<file path="config.mk">
export PLATFORM = sky130hd
export DESIGN_NAME = sal_front_flat
export DESIGN_NICKNAME = d
export VERILOG_FILES = /design/src/design/sal_pkg.sv /design/src/design/sal_if.sv /design/src/design/sal_front.sv /design/src/flat_wrapper.sv
export SDC_FILE = /design/constraint.sdc
export NUM_CORES = 1
export LEC_CHECK = 0
export BUFFER_PORTS_ARGS = -buffer_cell sky130_fd_sc_hd__buf_2
export CORE_UTILIZATION = 52
export CTS_BUF_LIST = sky130_fd_sc_hd__clkbuf_8
export DETAILED_ROUTE_END_ITERATION = 8
export PLACE_DENSITY = 0.79
export SYNTH_ARGS = -nofsm -noshare
export SYNTH_HDL_FRONTEND = slang
export SYNTH_SLANG_ARGS = --single-unit
</file>
<file path="constraint.sdc">
create_clock -name clock -period 1.6 [get_ports clock]
set_clock_uncertainty 0.05 [all_clocks]
set_input_delay 0.32 -clock clock [delete_from_list [all_inputs] [get_ports clock]]
set_output_delay 0.32 -clock clock [all_outputs]
set_load 0.03 [all_outputs]
</file>
<file path="src/design/sal_pkg.sv">
// shared types, constants and round helpers for the salsa20 stream cipher
`timescale 1ns / 1ps

package sal_pkg;

   localparam int DEF_ROUND_COUNT = 20;

   localparam int WORD_W      = 32;
   localparam int BLOCK_WORDS = 16;
   localparam int BLOCK_BYTES = 64;
   localparam int BYTE_POS_W  = $clog2(BLOCK_BYTES);
   localparam int BYTE_IDX_W  = BYTE_POS_W + 1;

   localparam int QUEUE_DEPTH = 2;
   localparam int QUEUE_PTR_W = $clog2(QUEUE_DEPTH);
   localparam int QUEUE_CNT_W = $clog2(QUEUE_DEPTH + 1);

   localparam int CSR_IDX_W  = 3;
   localparam int CSR_DATA_W = 64;

   typedef enum logic [CSR_IDX_W-1:0] {
      CSR_KEY_01 = 3'd0,
      CSR_KEY_23 = 3'd1,
      CSR_KEY_45 = 3'd2,
      CSR_KEY_67 = 3'd3,
      CSR_NONCE  = 3'd4,
      CSR_MODE   = 3'd5
   } csr_idx_type;

   typedef enum logic [3:0] {
      CS_IDLE  = 4'b0001,
      CS_ROUND = 4'b0010,
      CS_FINAL = 4'b0100,
      CS_DONE  = 4'b1000
   } core_state_type;

   typedef struct packed {
      logic [3:0][63:0] key;
      logic [63:0]      nonce;
      logic             key_is_256;
   } cipher_cfg_type;

   typedef struct packed {
      logic                                valid;
      logic [BLOCK_WORDS-1:0][WORD_W-1:0] words;
   } ks_blk_type;

   typedef struct packed {
      logic       valid;
      logic [7:0] data_byte;
   } queue_head_type;

   // "expand 32-byte k" and "expand 16-byte k", word 0 in the low slot
   localparam logic [3:0][WORD_W-1:0] SIGMA =
      {32'h6b206574, 32'h79622d32, 32'h3320646e, 32'h61707865};
   localparam logic [3:0][WORD_W-1:0] TAU =
      {32'h6b206574, 32'h79622d36, 32'h3120646e, 32'h61707865};

   // quarter-round word positions (a, b, c, d)
   localparam logic [3:0] COL_IDX [4][4] = '{
      '{4'd0,  4'd4,  4'd8,  4'd12},
      '{4'd5,  4'd9,  4'd13, 4'd1},
      '{4'd10, 4'd14, 4'd2,  4'd6},
      '{4'd15, 4'd3,  4'd7,  4'd11}
   };
   localparam logic [3:0] ROW_IDX [4][4] = '{
      '{4'd0,  4'd1,  4'd2,  4'd3},
      '{4'd5,  4'd6,  4'd7,  4'd4},
      '{4'd10, 4'd11, 4'd8,  4'd9},
      '{4'd15, 4'd12, 4'd13, 4'd14}
   };

   function automatic logic [WORD_W-1:0] rotl32(input logic [WORD_W-1:0] v,
                                                input logic [4:0] n);
      return (v << n) | (v >> (6'd32 - {1'b0, n}));
   endfunction

   // half a quarter round: first half updates b and c, second half d and a
   function automatic logic [3:0][WORD_W-1:0] quarter_half(
      input logic [3:0][WORD_W-1:0] v, input logic second);
      logic [3:0][WORD_W-1:0] r;
      r = v;
      if (!second) begin
         r[1] = v[1] ^ rotl32(v[0] + v[3], 5'd7);
         r[2] = v[2] ^ rotl32(r[1] + v[0], 5'd9);
      end else begin
         r[3] = v[3] ^ rotl32(v[2] + v[1], 5'd13);
         r[0] = v[0] ^ rotl32(r[3] + v[2], 5'd18);
      end
      return r;
   endfunction

   function automatic logic [BLOCK_WORDS-1:0][WORD_W-1:0] init_words(
      input cipher_cfg_type cfg, input logic [63:0] ctr);
      logic [3:0][WORD_W-1:0]         c;
      logic [7:0][WORD_W-1:0]         k;
      logic [BLOCK_WORDS-1:0][WORD_W-1:0] w;
      c = cfg.key_is_256 ? SIGMA : TAU;
      k = cfg.key;
      w[0]  = c[0];
      w[1]  = k[0];
      w[2]  = k[1];
      w[3]  = k[2];
      w[4]  = k[3];
      w[5]  = c[1];
      w[6]  = cfg.nonce[31:0];
      w[7]  = cfg.nonce[63:32];
      w[8]  = ctr[31:0];
      w[9]  = ctr[63:32];
      w[10] = c[2];
      w[11] = cfg.key_is_256 ? k[4] : k[0];
      w[12] = cfg.key_is_256 ? k[5] : k[1];
      w[13] = cfg.key_is_256 ? k[6] : k[2];
      w[14] = cfg.key_is_256 ? k[7] : k[3];
      w[15] = c[3];
      return w;
   endfunction

endpackage

</file>
<file path="src/design/sal_if.sv">
// handshake channel interfaces: data in, data out and register writes
`timescale 1ns / 1ps

interface sal_req_if;
   logic       valid;
   logic       ready;
   logic [7:0] data_byte;

   modport source (output valid, output data_byte, input ready);
   modport sink (input valid, input data_byte, output ready);
endinterface


</file>
<file path="src/design/sal_front.sv">
// front end: accepts input words into a short queue
`timescale 1ns / 1ps

module sal_front import sal_pkg::*; (
   input  logic           clock,
   input  logic           reset,
   sal_req_if.sink        req,
   output queue_head_type head,
   input  logic           pop
);

   logic [7:0]             mem_ff [QUEUE_DEPTH];
   logic [QUEUE_PTR_W-1:0] wr_ptr_ff, wr_ptr_in;
   logic [QUEUE_PTR_W-1:0] rd_ptr_ff, rd_ptr_in;
   logic [QUEUE_CNT_W-1:0] count_ff, count_in;
   logic                   push;

   assign req.ready = (count_ff != QUEUE_CNT_W'(QUEUE_DEPTH));
   assign push      = req.valid && req.ready;

   assign head.valid     = (count_ff != '0);
   assign head.data_byte = mem_ff[rd_ptr_ff];

   always_comb begin
      wr_ptr_in = push ? wr_ptr_ff + 1'b1 : wr_ptr_ff;
      rd_ptr_in = pop ? rd_ptr_ff + 1'b1 : rd_ptr_ff;
      unique case ({push, pop})
         2'b10:   count_in = count_ff + 1'b1;
         2'b01:   count_in = count_ff - 1'b1;
         default: count_in = count_ff;
      endcase
   end

   always_ff @(posedge clock) begin
      if (push) begin
         mem_ff[wr_ptr_ff] <= req.data_byte;
      end
   end

   always_ff @(posedge clock) begin
      if (reset) begin
         wr_ptr_ff <= '0;
         rd_ptr_ff <= '0;
         count_ff  <= '0;
      end else begin
         wr_ptr_ff <= wr_ptr_in;
         rd_ptr_ff <= rd_ptr_in;
         count_ff  <= count_in;
      end
   end

endmodule

</file>
<file path="src/flat_wrapper.sv">
// flat-port wrapper written by rule: the top's interface ports become plain ports
module sal_front_flat import sal_pkg::*;
  (clock, reset, head, pop, req_valid, req_data_byte, req_ready);
  sal_req_if req_i ();
  input  logic clock;
  input  logic reset;
  output queue_head_type head;
  input  logic pop;
  input wire logic [$bits(req_i.valid)-1:0] req_valid;
  input wire logic [$bits(req_i.data_byte)-1:0] req_data_byte;
  output wire logic [$bits(req_i.ready)-1:0] req_ready;
  assign req_i.valid = req_valid;
  assign req_i.data_byte = req_data_byte;
  assign req_ready = req_i.ready;
  sal_front u_core (.clock(clock), .reset(reset), .req(req_i), .head(head), .pop(pop));
endmodule
</file>
# --- Word level (Yosys, flattened, before mapping) ---
# Memory sizes are Yosys's and may differ from the RTL's. A register that Yosys moved wholly into a read port is not among the register bits.
# Index checks and enable logic that the tools add are counted.
word_totals:
  ff_bits: 4
  ram_bits: 16
  in_bits: 12
  out_inout_bits: 10
  word_cells: 19
  mem_count: 1
mem_list:
  columns: ["memory", "depth", "word_bits", "rd", "rd_ports_with_merged_regs", "write_ports", "line", "rtl"]
  rows:
  - ["u_core.mem_ff", 2, 8, 1, 1, 1, "sal_front.sv:12", "logic [7:0] mem_ff [QUEUE_DEPTH];"]
classes:
  n_addsub: 4
  eq_ne: 3
  n_mux: 5
  n_reduce_logical: 3
op_table:
  columns: ["operator", "count"]
  rows:
  - ["$mux W1", 4]
  - ["$pmux W2 S2", 1]
  - ["$reduce_bool A2 Y1", 2]
  - ["$add A1 B1 Y1 const B", 2]
  - ["$add A2 B1 Y2 const B", 1]
  - ["$eq A2 B1 Y1 const B", 1]
  - ["$eq A2 B2 Y1 const B", 1]
  - ["$ne A2 B2 Y1 const B", 1]
  - ["$sub A2 B1 Y2 const B", 1]
  - ["$logic_and A1 B1 Y1", 1]

# --- Depth between registers and ports, before layout ---
logic_depth:
  depth_word: 4
  ltp_mapped: 6
  depth_no_buf: 6

# --- Worst setup path before layout ---
# Ideal clock, no wire load.
synth_timing:
  kind: "register -> register"
  from: "register u_core.count_ff[0]"
  to: "register u_core.count_ff[1]"
  setup_time_ns: 0.070
  t_arrival_ns: 1.480
  required_time_ns: 1.480
  slack_ns: 0.000
  path_stages_with_launch: 6
  path_buffers: 0
  period_less_slack_ns: 1.600
  path_cell_list: "dfxtp_1 nand2b_2 nand2_1 ha_1 or3_1 a21oi_1"
synth_between:
  elab_chain_len: 4
  elab_cells_between_ends: 8
  classes_between: "add/sub (2); eq/ne (3); mux (1); reduce/logical (2)"
synth_rtl:
  columns: ["element", "line", "rtl"]
  rows:
  - ["start, declared", "sal_front.sv:15", "logic [QUEUE_CNT_W-1:0] count_ff, count_in;"]
  - ["start signal, assigned", "sal_front.sv:48", "count_ff <= count_in;"]
  - ["$ne A2 B2 Y1 (*)", "sal_front.sv:18", "assign req.ready = (count_ff != QUEUE_CNT_W'(QUEUE_DEPTH));"]
  - ["via req_ready", "flat_wrapper.sv:11", "output wire logic [$bits(req_i.ready)-1:0] req_ready;"]
  - ["$logic_and A1 B1 Y1 (*)", "sal_front.sv:19", "assign push = req.valid && req.ready;"]
  - ["$eq A2 B1 Y1 or $eq A2 B2 Y1 (tied branches)", "sal_front.sv:27", "unique case ({push, pop})"]
  - ["$pmux W2 S2 or $reduce_bool A2 Y1 (tied branches)", null, null]
# Mark *: on every way through the listed nets, which the timed path passes. The rest lies on a longest branch.
# A chain may end at the register's enable or synchronous reset.

==> impl_metrics.json <==
{
  "synth_common_cells": "16 x edfxtp_1, 8 x mux2_2, 5 x dfxtp_1, 3 x nor2_1",
  "htreeDepth": 1,
  "combPwrFrac_pct": 21.7,
  "synth_area_leaders": "edfxtp_1 61%, dfxtp_1 13%, mux2_2 11%",
  "syn_area_per_cell_um2": 16.5,
  "drc": 0,
  "peakVddDrop_v": 0.000789,
  "async_reset_ff_share_pct": 0,
  "p_seq_share_pct": 53.2,
  "drv_cap": 0,
  "vias": 467,
  "clk_path_buf_depth": 2,
  "drt_iter0_markers": 19,
  "antenna_found_initial": 0,
  "synth_top_flop_cell": "edfxtp_1",
  "tns_ns": 0,
  "ant_nets": 0,
  "n_antenna_cell": 0,
  "syn2layout_area_growth_pct": 23.5,
  "worst_slew_pin_slew_ns": 0.371,
  "ios": 22,
  "crit_buf_inv": 1,
  "end_kind": "output port",
  "crit_arrival_ns": 1.20,
  "grt_max_degree": 12,
  "port-buffer-count": 21,
  "grt_pass1_wl_mm": 1.77,
  "netlist_area_um2": 793,
  "first_global_vias": 431,
  "cp_top_family": "flip-flops",
  "die_h_um": 41.1,
  "gp_congestion": 0.592,
  "clockRootBuffer": "clkbuf_8",
  "grt-ovfl-total": 0,
  "synth-edff-count": 16,
  "synth_cells": 48,
  "pwr-share-clk_pct": 25.1,
  "drtPass1Iterations": 4,
  "place_hpwl_um": 896,
  "yosys_register_bits": 21,
  "crit_slowest_cell": "dfxtp_4",
  "post_cts_buffers": 0,
  "hold_violations": 0,
  "max-slew-margin-rel_pct": 75.3,
  "path_clk_slew_ns": 0.07,
  "cp_max_fo": 8,
  "wl_per_cell_um": 14.2,
  "coreArea_um2": 1370,
  "vias_per_cell": 5.37,
  "setup_slack_ns": 0.0337,
  "layout-drive-gt1-share_pct": 50.0,
  "place_ws_ns": 0.0162,
  "nNetsFinal": 86,
  "start_kind": "register",
  "yosysSeqAreaShare_pct": 73.2,
  "crit_path_cell_trace": "mux2_2 > buf_2",
  "rows": 13,
  "fin_total_pwr_mw": 1.29,
  "period_needed_ns": 1.57,
  "yosysMostFrequentCell": "edfxtp_1",
  "cts.sinks": 21,
  "power.density_nw_per_um2": 1310,
  "internal_power_mw": 0.932,
  "switching_share_pct": 27.6,
  "rsz0062_at_grt": "no",
  "finalCritPeriodShare_pct": 97.9,
  "hold_path_class": "in -> reg",
  "synth.net_count": 61,
  "p_sw_mw": 0.355,
  "yosys_warnings": 0,
  "die-area_um2": 1690,
  "start_util_pct": 58.1,
  "setup_violations": 0,
  "yosysTopAreaCell": "edfxtp_1",
  "synthDistinctLibCells": 18,
  "slowest_delay_ns": 0.41,
  "finalMaxSlewViolations": 0,
  "setup.worst_path.class": "reg -> out",
  "ctsHoldBuffers": 0,
  "p_leak_nw": 0.389,
  "insertion_delay_ns": 0.25,
  "fmax_mhz": 638,
  "cts_made_buffers": 3,
  "cts_tree": "yes",
  "outcome": "finished clean",
  "track_usage_pct": 17.0,
  "wl_mm": 1.24,
  "die-width_um": 41.1,
  "netlist.area_leader.share_pct": 60.6,
  "worstPathRequired_ns": 1.23
}
-- metal layers --
metal	vias up	track usage [%]	wire length, um
li1	226	-	-
met1	223	19.6	531
met2	18	30.5	647
met3	0	3.26	56
met4	0	6.67	0
met5	-	0	0
-- repair_timing --
item                                    CTS  global route
endpoints found under the setup margin    8             1
resized for setup                         2             3
gates cloned                              0             0
-- metrics by stage --
stage               cell area (um^2)  hold slack [ns]  utilization [%]  instances
floorplan                        793            0.339                -         48
global placement                 912            0.443             66.8         83
detailed placement               912            0.462             66.8         83
CTS                              961            0.202             70.3         87
global route                     980            0.198             71.7         87
finish                           980            0.203             71.7         87
-- cells in the final DEF (no fill, tap or decap), drive strengths merged --
cell / n
nor2: 3
buf: 21
mux2: 8
nand2: 1
o21ai: 1
dfxtp: 5
xnor2: 2
a21bo: 1
and3: 1
xor2: 1
clkbuf: 3
nand3b: 1
a21oi: 2
or2: 1
edfxtp: 16
nand2b: 1
ha: 1
inv: 2
or3: 1
-- final cells by class --
class / count / area [um^2]
flip-flops and latches: 21 / 586
fillers: 105 / 387
well taps: 15 / 18.8
clock buffers: 3 / 41.3
inverters: 1 / 3.75
clock inverters: 1 / 3.75
repair buffers: 21 / 105
multi-input cells: 25 / 221
-- power by group through the flow --
stage / clock network, mW / registers [mW] / logic (mW)
after floorplan: 0 / 0.677 / 0.205
after global placement: 0 / 0.688 / 0.261
after detailed placement: 0 / 0.691 / 0.269
after CTS: 0.328 / 0.681 / 0.270
after global routing: 0.344 / 0.691 / 0.303
final: 0.323 / 0.685 / 0.279
-- registers in the layout, summed over array words and instances (netlist names), named ones only --
name,count
u_core.wr_ptr_ff,1
u_core.rd_ptr_ff,1
u_core.mem_ff,16
u_core.count_ff,2
-- path summary, 6_finish.rpt --
check	startpoint	to	slack (ns)	cells after the start
worst min-delay path	req_data_byte[1]	u_core.mem_ff[0][1]	0.20	1
worst min register to register	u_core.count_ff[0]	u_core.count_ff[0]	0.49	2
worst max-delay path	register	head[5]	0.03	2
worst max register to register	u_core.count_ff[0]	u_core.count_ff[1]	0.14	5
-- kinds of logic (layout without fill, tap and decap cells) --
logic type | count (synthesis) | after routing | synth area share [%]
AOI/OAI and AO/OA | 4 | 4 | 3.15
xor gates and xnor gates | 3 | 3 | 3.31
adders and majority gates | 1 | 1 | 1.58
buffers and inverters | 2 | 26 | 1.10
DFF | 21 | 21 | 73.2
muxes | 8 | 8 | 11.4
and+or+nand+nor | 9 | 9 | 6.31
No activity file was read; power rests on OpenSTA's default activity.
