### src/design/sal_pkg.sv
// shared types, constants and round helpers for the salsa20 stream cipher
`timescale 1ns / 1ps

package sal_pkg;

   localparam int DEF_ROUND_COUNT = 20;

   localparam int WORD_W      = 32;
   localparam int BLOCK_WORDS = 16;
   localparam int BLOCK_BYTES = 64;
   localparam int BYTE_POS_W  = $clog2(BLOCK_BYTES);
   localparam int BYTE_IDX_W  = BYTE_POS_W + 1;

   localparam int QUEUE_DEPTH = 2;
   localparam int QUEUE_PTR_W = $clog2(QUEUE_DEPTH);
   localparam int QUEUE_CNT_W = $clog2(QUEUE_DEPTH + 1);

   localparam int CSR_IDX_W  = 3;
   localparam int CSR_DATA_W = 64;

   typedef enum logic [CSR_IDX_W-1:0] {
      CSR_KEY_01 = 3'd0,
      CSR_KEY_23 = 3'd1,
      CSR_KEY_45 = 3'd2,
      CSR_KEY_67 = 3'd3,
      CSR_NONCE  = 3'd4,
      CSR_MODE   = 3'd5
   } csr_idx_type;

   typedef enum logic [3:0] {
      CS_IDLE  = 4'b0001,
      CS_ROUND = 4'b0010,
      CS_FINAL = 4'b0100,
      CS_DONE  = 4'b1000
   } core_state_type;

   typedef struct packed {
      logic [3:0][63:0] key;
      logic [63:0]      nonce;
      logic             key_is_256;
   } cipher_cfg_type;

   typedef struct packed {
      logic                                valid;
      logic [BLOCK_WORDS-1:0][WORD_W-1:0] words;
   } ks_blk_type;

   typedef struct packed {
      logic       valid;
      logic [7:0] data_byte;
   } queue_head_type;

   // "expand 32-byte k" and "expand 16-byte k", word 0 in the low slot
   localparam logic [3:0][WORD_W-1:0] SIGMA =
      {32'h6b206574, 32'h79622d32, 32'h3320646e, 32'h61707865};
   localparam logic [3:0][WORD_W-1:0] TAU =
      {32'h6b206574, 32'h79622d36, 32'h3120646e, 32'h61707865};

   // quarter-round word positions (a, b, c, d)
   localparam logic [3:0] COL_IDX [4][4] = '{
      '{4'd0,  4'd4,  4'd8,  4'd12},
      '{4'd5,  4'd9,  4'd13, 4'd1},
      '{4'd10, 4'd14, 4'd2,  4'd6},
      '{4'd15, 4'd3,  4'd7,  4'd11}
   };
   localparam logic [3:0] ROW_IDX [4][4] = '{
      '{4'd0,  4'd1,  4'd2,  4'd3},
      '{4'd5,  4'd6,  4'd7,  4'd4},
      '{4'd10, 4'd11, 4'd8,  4'd9},
      '{4'd15, 4'd12, 4'd13, 4'd14}
   };

   function automatic logic [WORD_W-1:0] rotl32(input logic [WORD_W-1:0] v,
                                                input logic [4:0] n);
      return (v << n) | (v >> (6'd32 - {1'b0, n}));
   endfunction

   // half a quarter round: first half updates b and c, second half d and a
   function automatic logic [3:0][WORD_W-1:0] quarter_half(
      input logic [3:0][WORD_W-1:0] v, input logic second);
      logic [3:0][WORD_W-1:0] r;
      r = v;
      if (!second) begin
         r[1] = v[1] ^ rotl32(v[0] + v[3], 5'd7);
         r[2] = v[2] ^ rotl32(r[1] + v[0], 5'd9);
      end else begin
         r[3] = v[3] ^ rotl32(v[2] + v[1], 5'd13);
         r[0] = v[0] ^ rotl32(r[3] + v[2], 5'd18);
      end
      return r;
   endfunction

   function automatic logic [BLOCK_WORDS-1:0][WORD_W-1:0] init_words(
      input cipher_cfg_type cfg, input logic [63:0] ctr);
      logic [3:0][WORD_W-1:0]         c;
      logic [7:0][WORD_W-1:0]         k;
      logic [BLOCK_WORDS-1:0][WORD_W-1:0] w;
      c = cfg.key_is_256 ? SIGMA : TAU;
      k = cfg.key;
      w[0]  = c[0];
      w[1]  = k[0];
      w[2]  = k[1];
      w[3]  = k[2];
      w[4]  = k[3];
      w[5]  = c[1];
      w[6]  = cfg.nonce[31:0];
      w[7]  = cfg.nonce[63:32];
      w[8]  = ctr[31:0];
      w[9]  = ctr[63:32];
      w[10] = c[2];
      w[11] = cfg.key_is_256 ? k[4] : k[0];
      w[12] = cfg.key_is_256 ? k[5] : k[1];
      w[13] = cfg.key_is_256 ? k[6] : k[2];
      w[14] = cfg.key_is_256 ? k[7] : k[3];
      w[15] = c[3];
      return w;
   endfunction

endpackage

### src/design/sal_if.sv


interface sal_rsp_if;
   logic       valid;
   logic       ready;
   logic [7:0] out_byte;

   modport source (output valid, output out_byte, input ready);
   modport sink (input valid, input out_byte, output ready);
endinterface


### src/design/sal_mixer.sv
// back end: keystream buffer, xor with data and output register
`timescale 1ns / 1ps

module sal_mixer import sal_pkg::*; (
   input  logic           clock,
   input  logic           reset,
   input  logic           flush,
   input  queue_head_type head,
   output logic           pop,
   input  ks_blk_type     blk,
   output logic           take,
   sal_rsp_if.source      rsp
);

   logic [BLOCK_WORDS-1:0][WORD_W-1:0] ks_ff;
   logic [BYTE_IDX_W-1:0]              idx_ff, idx_in;
   logic                                out_valid_ff, out_valid_in;
   logic [7:0]                          out_byte_ff, out_byte_in;
   logic                                empty;
   logic                                out_free;
   logic                                fire;
   logic [WORD_W-1:0]                   buf_word;
   logic [7:0]                          ks_byte;

   // top bit of the index set means the buffer is used up
   assign empty    = idx_ff[BYTE_IDX_W-1];
   assign out_free = !out_valid_ff || rsp.ready;
   assign fire     = head.valid && out_free && (!empty || blk.valid);
   assign pop      = fire;
   assign take     = fire && empty;

   assign buf_word = ks_ff[idx_ff[BYTE_POS_W-1:2]];
   // a fresh block is consumed from its first byte in the cycle it loads
   assign ks_byte  = empty ? blk.words[0][7:0]
                           : buf_word[{idx_ff[1:0], 3'b000} +: 8];

   always_comb begin
      idx_in       = idx_ff;
      out_valid_in = out_valid_ff;
      out_byte_in  = out_byte_ff;
      if (fire) begin
         idx_in       = empty ? BYTE_IDX_W'(1) : idx_ff + 1'b1;
         out_valid_in = 1'b1;
         out_byte_in  = head.data_byte ^ ks_byte;
      end else if (rsp.ready) begin
         out_valid_in = 1'b0;
      end
      if (flush) begin
         idx_in = BYTE_IDX_W'(BLOCK_BYTES);
      end
   end

   always_ff @(posedge clock) begin
      if (take) begin
         ks_ff <= blk.words;
      end
      out_byte_ff <= out_byte_in;
   end

   always_ff @(posedge clock) begin
      if (reset) begin
         idx_ff       <= BYTE_IDX_W'(BLOCK_BYTES);
         out_valid_ff <= 1'b0;
      end else begin
         idx_ff       <= idx_in;
         out_valid_ff <= out_valid_in;
      end
   end

   assign rsp.valid    = out_valid_ff;
   assign rsp.out_byte = out_byte_ff;

endmodule

### src/flat_wrapper.sv
// flat-port wrapper written by rule: the top's interface ports become plain ports
module sal_mixer_flat import sal_pkg::*;
  (clock, reset, flush, head, pop, blk, take, rsp_valid, rsp_out_byte, rsp_ready);
  sal_rsp_if rsp_i ();
  input  logic clock;
  input  logic reset;
  input  logic flush;
  input  queue_head_type head;
  output logic pop;
  input  ks_blk_type blk;
  output logic take;
  output wire logic [$bits(rsp_i.valid)-1:0] rsp_valid;
  output wire logic [$bits(rsp_i.out_byte)-1:0] rsp_out_byte;
  input wire logic [$bits(rsp_i.ready)-1:0] rsp_ready;
  assign rsp_valid = rsp_i.valid;
  assign rsp_out_byte = rsp_i.out_byte;
  assign rsp_i.ready = rsp_ready;
  sal_mixer u_core (.clock(clock), .reset(reset), .flush(flush), .head(head), .pop(pop), .blk(blk), .take(take), .rsp(rsp_i));
endmodule
### config.mk
export PLATFORM = sky130hd
export DESIGN_NAME = sal_mixer_flat
export DESIGN_NICKNAME = d
export VERILOG_FILES = /design/src/design/sal_pkg.sv /design/src/design/sal_if.sv /design/src/design/sal_mixer.sv /design/src/flat_wrapper.sv
export SDC_FILE = /design/constraint.sdc
export NUM_CORES = 1
export LEC_CHECK = 0
export ABC_AREA = 1
export CORE_AREA = 2 2 207 209
export CTS_CLUSTER_SIZE = 24
export DETAILED_ROUTE_END_ITERATION = 7
export DIE_AREA = 0 0 209 211
export DONT_BUFFER_PORTS = 1
export PLACE_DENSITY = 0.68
export SYNTH_ARGS = -nofsm -noshare
export SYNTH_HDL_FRONTEND = slang
export SYNTH_SLANG_ARGS = --single-unit
export TNS_END_PERCENT = 100
### constraint.sdc
create_clock -name clock -period 16.76 [get_ports clock]
set_input_delay 1.676 -clock clock [delete_from_list [all_inputs] [get_ports clock]]
set_output_delay 1.676 -clock clock [all_outputs]
set_load 0.01 [all_outputs]
# After elaboration in Yosys (flattened, before gate mapping)
# Cells that the tools add are included.
[classes] n_shift=1 addsub=1 magnitude_cmp=1 n_reduce_logical=9 bitwise_logic=1 n_mux=6
[ops] operator="$bmux 32 s4" n=1
[ops] operator="$mux 32" n=1
[ops] operator="$shiftx 32x6->8" n=1
[ops] operator="$mux 8" n=1
[ops] operator="$xor 8x8->8" n=1
[ops] operator="$add 7x1->7 const B" n=1
[ops] operator="$mux 7" n=1
[ops] operator="$lt 4x5->1 const B" n=1
[ops] operator="$logic_and 1x1->1" n=3
[ops] operator="$logic_not 1->1" n=2
[ops] operator="$logic_or 1x1->1" n=2
[ops] operator="$mux 1" n=2
[ops] operator="$reduce_bool 2->1" n=1
[ops] operator="$reduce_or 2->1" n=1
[totals] input_bits=526 register_bits=528 out_inout_bits=11 elab_cells=38

# Depth between registers and ports, before layout
# Gate-level depths: netlist of run 1.
[depth] word_depth=5 mapped_depth=16 mapped_depth_nobuf=14

# Worst setup path before layout of run 1
# Ideal clock, no wire load.
[synth_timing] path_type="input to output" startpoint="input rsp_ready" endpoint="output take" cell_stages=6 path_buffers=0 arrival_ns=12.293 required_time_ns=15.084 path_slack_ns=2.791 path_cell_list="nor2_1 inv_1 nand3_2 inv_1 nand2_1 inv_1"
[synth_between] elab_chain_len=4
[synth_lines] element="start: declaration" line_no="flat_wrapper.sv:14" text="input wire logic [$bits(rsp_i.ready)-1:0] rsp_ready;"
[synth_lines] element="$logic_or 1x1->1" line_no="sal_mixer.sv:27" text="assign out_free = !out_valid_ff || rsp.ready;"
[synth_lines] element="$logic_and 1x1->1 (2 in series)" line_no="sal_mixer.sv:28" text="assign fire = head.valid && out_free && (!empty || blk.valid);"
[synth_lines] element="named net pop" line_no="flat_wrapper.sv:9" text="output logic pop;"
[synth_lines] element="$logic_and 1x1->1" line_no="sal_mixer.sv:30" text="assign take = fire && empty;"
[synth_lines] element="end: declaration" line_no="flat_wrapper.sv:11" text="output logic take;"
# The timed path passes the listed nets, and every way through them passes these cells.

# Worst setup path in the final report of run 1
[layout_timing] startpoint="input rsp_ready" endpoint="register u_core.ks_ff[298] (netlist name), enable pin"
[layout_between] elab_chain_len=4
[layout_lines] element="$logic_or 1x1->1" line_no="sal_mixer.sv:27"
[layout_lines] element="$logic_and 1x1->1 (2 in series)" line_no="sal_mixer.sv:28"
[layout_lines] element="named net pop" line_no="flat_wrapper.sv:9"
[layout_lines] element="$logic_and 1x1->1" line_no="sal_mixer.sv:30"
[layout_lines] element="named net take" line_no="flat_wrapper.sv:11"
[layout_lines] element="end signal: assignment" line_no="sal_mixer.sv:55" text="ks_ff <= blk.words;"
[layout_lines] element="end: declaration" line_no="sal_mixer.sv:15" text="logic [BLOCK_WORDS-1:0][WORD_W-1:0] ks_ff;"
# The timed path passes the listed nets, and every way through them passes these cells.
# A chain may end at the register's enable or synchronous reset.

==> results of run 1 <==
==> synth_stat cells <==
| cell | n |
|---|---|
| o31ai_1 | 1 |
| a31oi_1 | 1 |
| or2_2 | 9 |
| buf_4 | 21 |
| a21oi_1 | 12 |
| buf_2 | 48 |
| dfxtp_1 | 8 |
| inv_6 | 1 |
| nand2_1 | 721 |
| nor4_2 | 1 |
| edfxtp_1 | 520 |
| nand3_2 | 1 |
| inv_2 | 2 |
| o21ai_1 | 9 |
| nor2_1 | 29 |
| nand3_1 | 394 |
| buf_1 | 14 |
| nor3_1 | 2 |
| inv_1 | 159 |
| clkbuf_1 | 12 |
| buf_8 | 1 |
| buf_6 | 14 |
| ha_1 | 1 |
| clkinv_1 | 2 |
| xor2_1 | 1 |
| a211oi_1 | 1 |
==> registers in the layout, indices dropped and copies added, names as in the netlist <==
name                 cells
u_core.rsp.out_byte      8
u_core.rsp.valid         1
u_core.idx_ff            7
u_core.ks_ff           512
==> where the power goes <==
| group | internal (mW) | switching, mW | leakage, nW |
|---|---|---|---|
| Combinational | 0.0220 | 0.0672 | 3.53 |
| Clock | 0.721 | 0.507 | 0.884 |
| Sequential | 1.54 | 0.0189 | 4.93 |
| Total | 2.28 | 0.593 | 9.34 |
==> path summary, 6_finish.rpt <==
kind                                        end  slack (ns)  depth (start not counted)                           from
hold reg to reg   u_core.idx_ff[0]$_SDFFE_PP0P_        0.60                          2  u_core.idx_ff[6]$_SDFFE_PP1P_
setup / recovery    u_core.ks_ff[298]$_DFFE_PP_       11.27                          8                      rsp_ready
setup reg to reg    u_core.ks_ff[298]$_DFFE_PP_       11.68                          8  u_core.idx_ff[6]$_SDFFE_PP1P_
hold / removal    u_core.idx_ff[0]$_SDFFE_PP0P_        0.60                          2  u_core.idx_ff[6]$_SDFFE_PP1P_
==> metal layers <==
metal | wire (um) | part of all wire | track usage | vias up
met2 | 29100 | 0.49 | 0.424 | 714
met5 | 216 | 0.0036 | 0 | -
met4 | 1620 | 0.027 | 0.107 | 30
li1 | - | - | - | 6650
met3 | 6190 | 0.10 | 0.0974 | 118
met1 | 22900 | 0.38 | 0.331 | 6768
==> layout by cell type, fill, tap and decap left out, types with 4 or more instances in the layout <==
| master | n |
|---|---|
| nand2_1 | 721 |
| edfxtp_1 | 520 |
| a21oi_1 | 12 |
| diode_2 | 26 |
| clkinv_1 | 11 |
| or2_2 | 9 |
| nand3_1 | 394 |
| dfxtp_1 | 4 |
| buf_4 | 13 |
| inv_1 | 157 |
| o21ai_1 | 9 |
| clkbuf_16 | 56 |
| bufinv_16 | 7 |
| nor2_1 | 29 |
| clkinv_2 | 11 |
| clkbuf_1 | 11 |
==> critical path, delay by kind of cell <==
| kind | cells | cell delay, ns |
|---|---|---|
| buffers and inverters | 5 | 3.27 |
| AND/OR/NAND/NOR | 3 | 0.59 |
==> through the flow <==
stage	total power [mW]	setup WS (ns)
2_1_floorplan	1.68	2.79
3_3_place_gp	1.67	10.86
3_5_place_dp	1.67	10.73
4_1_cts	2.88	11.36
5_1_grt	2.95	11.03
6_report	2.87	11.27
==> cell families after synthesis <==
family,Yosys count
and+or+nand+nor,1157
DFF,528
buffers and inverters,274
AOI/OAI and AO/OA,24
xor gates and xnor gates,1
adders and majority gates,1
==> cell type report <==
class                   count  area share
well taps                 539      0.0280
flip-flops and latches    528       0.655
multi-input cells        1183       0.208
inverters                 164      0.0263
diodes                     26     0.00270
repair buffers             13     0.00405
clock buffers              67      0.0599
clock inverters            35      0.0155
==> impl_metrics.env, run 1 <==
export IMPL_synthSimpleGateAreaFrac=0.221
export IMPL_fin_crit_ns=5.50
export IMPL_grtUsageTotal=0.266
export IMPL_synth_mux_area_frac=0
export IMPL_fin_skew_ns=0.0223
export IMPL_ys_types=26
export IMPL_final_area_um2=24100
export IMPL_end_kind="flop"
export IMPL_dieArea_um2=44100
export IMPL_synthTopCellsByArea="edfxtp_1 (71%), nand2_1 (12%), nand3_1 (8.9%), inv_1 (2.7%), buf_2 (1.1%)"
export IMPL_cp_arrival_ns=5.71
export IMPL_hold_ws_ns=0.604
export IMPL_tritoncts="done"
export IMPL_slowest_delay_ns=0.96
export IMPL_vias_per_cell=5.59
export IMPL_drive_gt1_frac=0.0578
export IMPL_core_area_um2=41800
export IMPL_synth_area_um2=22100
export IMPL_required_ns=16.97
export IMPL_multi_input_area_um2=5020
export IMPL_area_growth_pct=9.10
export IMPL_fp_dieW_um=209
export IMPL_slew_violations=0
export IMPL_synth_xor_area_frac=0.000397
export IMPL_place_inst=2427
export IMPL_avgSynthCellArea_um2=11.1
export IMPL_path_class="in2reg"
export IMPL_gp_congestion=0.840
export IMPL_p_leak_nw=9.34
export IMPL_path_max_fanout=111
export IMPL_wl_per_cell_um=23.5
export IMPL_cts_sinks=528
export IMPL_routed_wl_um=60000
export IMPL_ys_seq_area_frac=0.714
export IMPL_crit_chain="nor2_1 -> inv_1 -> nand3_2 -> inv_1 -> nand2_1 -> inv_8 -> buf_4 -> buf_4"
export IMPL_slew_headroom=0.145
export IMPL_postPlaceCellArea_um2=22200
export IMPL_maxCapViolations=0
export IMPL_drt_pass1_iterations=5
export IMPL_synth_net_count=2512
export IMPL_ctsResizeCount=0
export IMPL_grt_max_degree=172
export IMPL_synth_top_family_by_area="simple AND/OR/NAND/NOR gates"
export IMPL_synth_compound_area_share=0.00572
export IMPL_start_util=0.529
export IMPL_max_freq_ghz=0.182
export IMPL_regArea_um2=15800
export IMPL_outcome="finished clean"
export IMPL_synth_adder_area_share=0.000566
export IMPL_grt_pass1_wl_um=85200
export IMPL_hold_viol=0
export IMPL_hold_class="reg2reg"
export IMPL_drtIter0Drc=1347
export IMPL_fin_setup_tns_ns=0
export IMPL_grt_pass1_vias=13500
export IMPL_critPathLaunchType="input port"
export IMPL_worstMarginPinSlew_ns=1.28
export IMPL_finalSetupViolCount=0
export IMPL_h_tree_depth=2
export IMPL_rsz0062_at_grt="false"
export IMPL_ys_ff_latch=528
export IMPL_placementRows=75
export IMPL_cts_buffers=55
export IMPL_cts_root_buf="clkbuf_16"
export IMPL_antenna_found_initial=39
export IMPL_n_fill_cell=3398
export IMPL_die_h_um=211
export IMPL_clk_pin_slew_ns=0.06
export IMPL_instances_no_fill=2555
export IMPL_finalCritPeriodShare=0.328
export IMPL_synth_top_area_share=0.707
export IMPL_synth_warnings=0
export IMPL_cts_buffer_depth=3
export IMPL_clkLatencyLatePin_ns=0.60
export IMPL_ant_nets=0
export IMPL_synth_top_area_cell="edfxtp_1"
export IMPL_nets=2472
export IMPL_ctsHoldBuffers=0
export IMPL_ir_drop_mv=0.110
export IMPL_grt_overflow=0
export IMPL_powerDensity_nw_per_um2=119
export IMPL_io_buffers=0
export IMPL_place_hpwl_um=40400
export IMPL_syn_inst=1985
export IMPL_io_pins=537
export IMPL_via_count=14300
export IMPL_post_route_util=0.577
export IMPL_crit_slowest_cell="buf_4"
export IMPL_drc=0
export IMPL_cts_setup_buffers=0
Note: power is estimated with default switching activity, not from simulation.
==> run 2: changes to the inputs <==
- clock period: 16.76 -> 5.7 ns (I/O delays scaled with it)
==> impl_metrics.env, run 2 (synthesis results as in run 1) <==
export IMPL_drtIter0Drc=1460
export IMPL_die_h_um=211
export IMPL_max_freq_ghz=0.256
export IMPL_cts_buffer_depth=3
export IMPL_critPathLaunchType="flop"
export IMPL_worstMarginPinSlew_ns=1.29
export IMPL_ant_nets=0
export IMPL_seq_power_share=0.552
export IMPL_vias_per_cell=5.56
export IMPL_cts_buffers=54
export IMPL_drive_gt1_frac=0.0549
export IMPL_drc=0
export IMPL_multi_input_area_um2=5040
export IMPL_highest_layer="met5"
export IMPL_maxCapViolations=0
export IMPL_hold_viol=0
export IMPL_grtUsageTotal=0.268
export IMPL_path_max_fanout=87
export IMPL_start_util=0.529
export IMPL_ctsResizeCount=0
export IMPL_p_int_mw=6.58
export IMPL_switching_share=0.206
export IMPL_regArea_um2=15800
export IMPL_cp_arrival_ns=4.10
export IMPL_via_count=14200
export IMPL_regToRegStartpoint="u_core.idx_ff[6]$_SDFFE_PP1P_"
export IMPL_grt_pass1_vias=13600
export IMPL_drt_pass1_iterations=5
export IMPL_setup_ws_ns=1.79
export IMPL_cts_sinks=528
export IMPL_final_cell_mix="nand2_1 (720), edfxtp_1 (520), nand3_1 (394)"
export IMPL_path_class="reg2reg"
export IMPL_slew_headroom=0.137
export IMPL_dr_wl_met2_um=29400
export IMPL_hold_start="reset"
export IMPL_routed_wl_um=60200
export IMPL_io_buffers=0
export IMPL_slew_violations=0
export IMPL_finalCritPeriodShare=0.686
export IMPL_p_comb_frac=0.032
export IMPL_critPathLaunch="u_core.idx_ff[6]$_SDFFE_PP1P_"
export IMPL_powerDensity_nw_per_um2=345
export IMPL_final_common_cell="nand2_1"
export IMPL_wirelength_met1_um=23200
export IMPL_p_leak_nw=9.27
export IMPL_end_kind="flop"
export IMPL_pre_cts_ws_ns=1.77
export IMPL_p_switching_mw=1.71
export IMPL_core_area_um2=41800
export IMPL_fin_setup_tns_ns=0
export IMPL_area_growth_pct=8.77
export IMPL_wl_per_cell_um=23.6
export IMPL_met3_length_um=5930
export IMPL_dieArea_um2=44100
export IMPL_grt_overflow=0
export IMPL_grt_pass1_wl_um=85700
export IMPL_clkLatencyLatePin_ns=0.60
export IMPL_n_fill_cell=3444
export IMPL_ir_drop_mv=0.305
export IMPL_finalSetupViolCount=0
export IMPL_placementRows=75
export IMPL_nets=2473
export IMPL_io_pins=537
export IMPL_top_register="u_core.ks_ff"
export IMPL_grt_max_degree=215
export IMPL_clk_pin_slew_ns=0.06
export IMPL_h_tree_depth=2
export IMPL_gp_congestion=0.889
export IMPL_outcome="finished clean"
export IMPL_fin_crit_ns=3.91
export IMPL_fp_dieW_um=209
export IMPL_antenna_found_initial=34
export IMPL_largest_reg_flops=512
export IMPL_hold_class="in2reg"
export IMPL_place_hpwl_um=41000
export IMPL_required_ns=5.89
export IMPL_rsz0062_at_grt="false"
export IMPL_cts_root_buf="clkbuf_16"
export IMPL_cts_setup_buffers=0
export IMPL_fin_skew_ns=0.0250
export IMPL_tritoncts="done"
export IMPL_ctsHoldBuffers=0
export IMPL_p_clk_frac=0.417
## run 2: changes by cell type in the layout (fill, tap and decap cells not counted), moves of 2 or more
cell,delta
diode_2,-4
clkinvlp_4,+4
clkbuf_1,+6
clkinv_2,-6
buf_12,+2
clkinv_1,-2
bufinv_16,-2
## run 2: routing by layer
| metal | GRT usage | vias to the layer above |
|---|---|---|
| li1 | - | 6647 |
| met1 | 0.337 | 6700 |
| met4 | 0.0924 | 22 |
| met5 | 0 | - |
| met3 | 0.0871 | 109 |
| met2 | 0.438 | 676 |
## run 2: worst paths after layout
check        slack [ns]                             to  cells after the start
max                1.79    u_core.ks_ff[387]$_DFFE_PP_                      8
min                0.04  u_core.rsp.valid$_SDFFE_PP0P_                      1
max reg2reg        1.79    u_core.ks_ff[387]$_DFFE_PP_                      8
min reg2reg        0.57  u_core.idx_ff[6]$_SDFFE_PP1P_                      3
## run 2: cell type report
cell class                 count  share of cell area
timing repair buffer          15             0.00573
tap                          539              0.0281
sequential                   528               0.657
clock buffer                  72              0.0599
multi-input combinational   1183               0.210
inverter                     164              0.0264
clock inverter                24              0.0107
antenna                       22             0.00229
## run 2: critical path: stages (launching register included)
cell	delay (ns)
dfxtp_1	0.35
inv_2	0.29
or2_4	0.21
nand3_4	0.14
clkinvlp_4	0.37
nand2_4	0.11
clkinvlp_4	0.23
buf_4	0.70
buf_4	0.93
## run 2: power by group through the flow
stage                     Sequential, mW  Combinational [mW]  Clock, mW
after detailed placement            4.65               0.264          0
after floorplan                     4.70               0.194          0
final                               4.57               0.262       3.45
after global placement              4.65               0.259          0
after CTS                           4.57               0.265       3.50
after global routing                4.59               0.300       3.63
## run 2: through the flow
step | power, mW | util | instance area [um^2] | cells | hold WS, ns
after floorplan | 4.90 | - | 22100 | 1985 | 0.531
after global placement | 4.91 | 0.533 | 22300 | 2429 | 0.548
after detailed placement | 4.92 | 0.533 | 22300 | 2429 | 0.557
after CTS | 8.33 | 0.574 | 24000 | 2525 | 0.00654
after global routing | 8.52 | 0.575 | 24000 | 2536 | 0.0178
final | 8.28 | 0.575 | 24000 | 2547 | 0.0425
==> run 3: changes to the inputs <==
- clock period: 5.7 -> 3.75 ns (I/O delays scaled with it)
==> impl_metrics.env, run 3 <==
export IMPL_outcome="aborted with a tool error"
export IMPL_haltStage="clock tree synthesis"
export IMPL_error_line="[ERROR RSZ-0060] Max buffer count reached."
export IMPL_start_util=0.529
export IMPL_synth_net_count=2512
export IMPL_placementRows=75
export IMPL_place_hpwl_um=41300
export IMPL_synthMostInstantiatedCell="nand2_1"
export IMPL_cts_buffers=53
export IMPL_gp_congestion=0.856
export IMPL_cts_setup_buffers=0
export IMPL_synthTopCellsByArea="edfxtp_1 (71%), nand2_1 (12%), nand3_1 (8.9%), inv_1 (2.7%), buf_2 (1.1%)"
export IMPL_io_pins=537
export IMPL_synth_area_um2=22100
export IMPL_synth_warnings=0
export IMPL_cts_buffer_depth=3
export IMPL_syn_inst=1985
export IMPL_synth_top_area_cell="edfxtp_1"
export IMPL_async_reset_ff_frac=0
export IMPL_synth_common_cells="nand2_1 (721), edfxtp_1 (520), nand3_1 (394)"
export IMPL_synth_edf_count=520
export IMPL_fp_dieW_um=209
export IMPL_cts_root_buf="clkbuf_16"
export IMPL_pre_cts_ws_ns=0.710
export IMPL_ctsHoldBuffers=508
export IMPL_ys_types=26
export IMPL_ctsResizeCount=0
export IMPL_die_h_um=211
export IMPL_postPlaceCellArea_um2=22400
export IMPL_io_buffers=0
export IMPL_ys_seq_area_frac=0.714
export IMPL_h_tree_depth=2
export IMPL_synth_top_area_share=0.707
export IMPL_ys_ff_latch=528
export IMPL_avgSynthCellArea_um2=11.1
export IMPL_synth_ff_type="edfxtp_1"
export IMPL_cts_sinks=528
run 3: cell counts after synthesis:
Identical to the previous run, type by type.
run 3: cell families after synthesis:
logic type	share of synthesized area
simple gates	0.221
flops	0.714
buf+inv	0.0583
compound gates	0.00572
xor+xnor	0.000397
fa+ha+maj	0.000566
run 3: through the flow:
stage	util	cells
3_3_place_gp	0.537	2439
2_1_floorplan	-	1985
3_5_place_dp	0.537	2439
==> run 4: changes to the inputs <==
- CORE_AREA: 2 2 207 209 -> not set
- CORE_MARGIN: not set -> 2
- CORE_UTILIZATION: not set -> 40
- CTS_CLUSTER_SIZE: 24 -> not set
- DIE_AREA: 0 0 209 211 -> not set
- PLACE_DENSITY: 0.68 -> not set
- PLACE_DENSITY_LB_ADDON: not set -> 0.15
==> impl_metrics.env, run 4 (synthesis results as in run 1) <==
export IMPL_maxCapViolations=0
export IMPL_seq_power_share=0.518
export IMPL_rsz0062_at_grt="false"
export IMPL_ant_nets=0
export IMPL_p_switching_mw=2.93
export IMPL_hold_viol=0
export IMPL_h_tree_depth=2
export IMPL_cp_arrival_ns=3.16
export IMPL_clk_pin_slew_ns=0.06
export IMPL_regToRegStartpoint="u_core.idx_ff[2]$_SDFFE_PP0P_"
export IMPL_top_register="u_core.ks_ff"
export IMPL_largest_reg_flops=512
export IMPL_nets=3013
export IMPL_tritoncts="done"
export IMPL_place_inst=2606
export IMPL_cp_top_family="buffers and inverters"
export IMPL_hold_ws_ns=0.0366
export IMPL_crit_slowest_cell="dfxtp_1"
export IMPL_cts_root_buf="clkbuf_16"
export IMPL_outcome="finished clean"
export IMPL_grt_overflow=0
export IMPL_worst_path_buf_inv=6
export IMPL_max_freq_ghz=0.283
export IMPL_powerDensity_nw_per_um2=450
export IMPL_p_leak_nw=11.6
export IMPL_slew_headroom=0.413
export IMPL_via_count=16600
export IMPL_grtUsageTotal=0.254
export IMPL_io_buffers=0
export IMPL_path_max_fanout=61
export IMPL_start_util=0.402
export IMPL_fin_crit_ns=3.54
export IMPL_drt_pass1_iterations=5
export IMPL_ir_drop_mv=0.512
export IMPL_fin_skew_ns=0.0187
export IMPL_finalCritPeriodShare=0.943
export IMPL_fin_setup_tns_ns=0
export IMPL_pre_cts_ws_ns=0.850
export IMPL_post_route_util=0.543
export IMPL_drtIter0Drc=1507
export IMPL_area_growth_pct=35.0
export IMPL_core_area_um2=54900
export IMPL_grt_pass1_wl_um=107000
export IMPL_io_pins=537
export IMPL_critPathLaunchType="flop"
export IMPL_drc=0
export IMPL_grt_max_degree=153
export IMPL_postPlaceCellArea_um2=22700
export IMPL_power_mw=13.4
export IMPL_worstMarginPinSlew_ns=0.880
export IMPL_path_class="reg2out"
export IMPL_die_h_um=239
export IMPL_antenna_found_initial=19
export IMPL_routed_wl_um=74100
export IMPL_r2r_cells=14
export IMPL_regToRegSetupSlack_ns=0.80
export IMPL_fp_dieW_um=239
export IMPL_setup_ws_ns=0.214
export IMPL_slowest_delay_ns=0.51
export IMPL_slew_violations=0
export IMPL_hold_class="in2reg"
export IMPL_hold_start="head[4]"
export IMPL_final_cell_mix="nand2_1 (720), dlygate4sd3_1 (524), edfxtp_1 (520)"
export IMPL_grt_pass1_vias=17300
export IMPL_vias_per_cell=5.12
export IMPL_final_area_um2=29800
export IMPL_required_ns=3.38
export IMPL_p_int_mw=10.5
export IMPL_drive_gt1_frac=0.0518
export IMPL_whs_endpoint="u_core.rsp.out_byte[4]$_DFFE_PP_"
export IMPL_min_path_cells=3
export IMPL_gp_congestion=0.847
export IMPL_cts_sinks=528
export IMPL_placementRows=86
export IMPL_crit_chain="inv_1 -> nor2_1 -> inv_1 -> nand3_4 -> clkinvlp_4 -> nand2_4 -> clkinvlp_4 -> buf_4 -> buf_12"
export IMPL_clkLatencyLatePin_ns=0.62
export IMPL_p_clk_frac=0.414
export IMPL_instances_no_fill=3254
export IMPL_p_comb_frac=0.069
export IMPL_cts_buffer_depth=3
export IMPL_r2r_end="u_core.rsp.out_byte[4]$_DFFE_PP_"
export IMPL_wl_per_cell_um=22.8
export IMPL_switching_share=0.218
export IMPL_dieArea_um2=57100
export IMPL_place_hpwl_um=46500
export IMPL_cts_buffers=58
export IMPL_finalSetupViolCount=0
export IMPL_final_common_cell="nand2_1"
export IMPL_end_kind="output port"
[run 4: power by group through the flow]
stage / logic [mW] / clock network [mW] / registers (mW)
2_1_floorplan: 0.295 / 0 / 7.15
3_3_place_gp: 0.433 / 0 / 7.07
3_5_place_dp: 0.431 / 0 / 7.07
4_1_cts: 0.917 / 5.62 / 6.95
5_1_grt: 1.00 / 5.86 / 6.97
6_report: 0.921 / 5.56 / 6.95
[run 4: how the worst max path moves through the flow]
stage                                  start                          endpoint  slack (ns)  depth (start not counted)
5_1_grt        u_core.rsp.valid$_SDFFE_PP0P_                              take        0.15                          9
6_report       u_core.rsp.valid$_SDFFE_PP0P_                              take        0.21                          9
3_5_place_dp   u_core.idx_ff[2]$_SDFFE_PP0P_  u_core.rsp.out_byte[4]$_DFFE_PP_        0.85                         13
4_1_cts        u_core.rsp.valid$_SDFFE_PP0P_                              take        0.31                          9
3_3_place_gp   u_core.idx_ff[2]$_SDFFE_PP0P_  u_core.rsp.out_byte[4]$_DFFE_PP_        0.82                         13
2_1_floorplan  u_core.idx_ff[6]$_SDFFE_PP1P_         u_core.ks_ff[0]$_DFFE_PP_       -5.56                          6
[run 4: area by class of cell]
class / instances / area, um^2
timing repair buffer: 551 / 5620
multi-input combinational: 1183 / 5040
clock inverter: 37 / 320
tap: 704 / 881
clock buffer: 68 / 1490
inverter: 164 / 634
antenna: 19 / 47.5
fill: 4659 / 25100
sequential: 528 / 15800
[run 4: timing repair]
| action | 4_1_cts | 5_1_grt |
|---|---|---|
| hold endpoints to repair | 524 | 0 |
| resized for setup | 0 | 0 |
| hold buffers | 524 | 0 |
| buffers inserted | 0 | 0 |
[run 4: worst reg2reg max path, stage by stage (launching register included)]
cell	delay, ns
dfxtp_4	0.72
inv_8	0.38
buf_4	0.34
nand2_1	0.09
nand2_1	0.05
nand2_1	0.05
nand3_1	0.14
nand3_1	0.15
nand2_1	0.10
nand2_1	0.07
nand2_1	0.05
nor2_1	0.30
nand2_1	0.12
nand3_1	0.10
nand2_1	0.05
[run 4: per-layer routing]
metal	GRT usage	wire length (um)	up-vias
met1	0.320	29800	8050
met4	0.0782	1940	10
met3	0.0663	5890	130
met5	0.00433	69	-
li1	-	-	7737
met2	0.428	36400	722
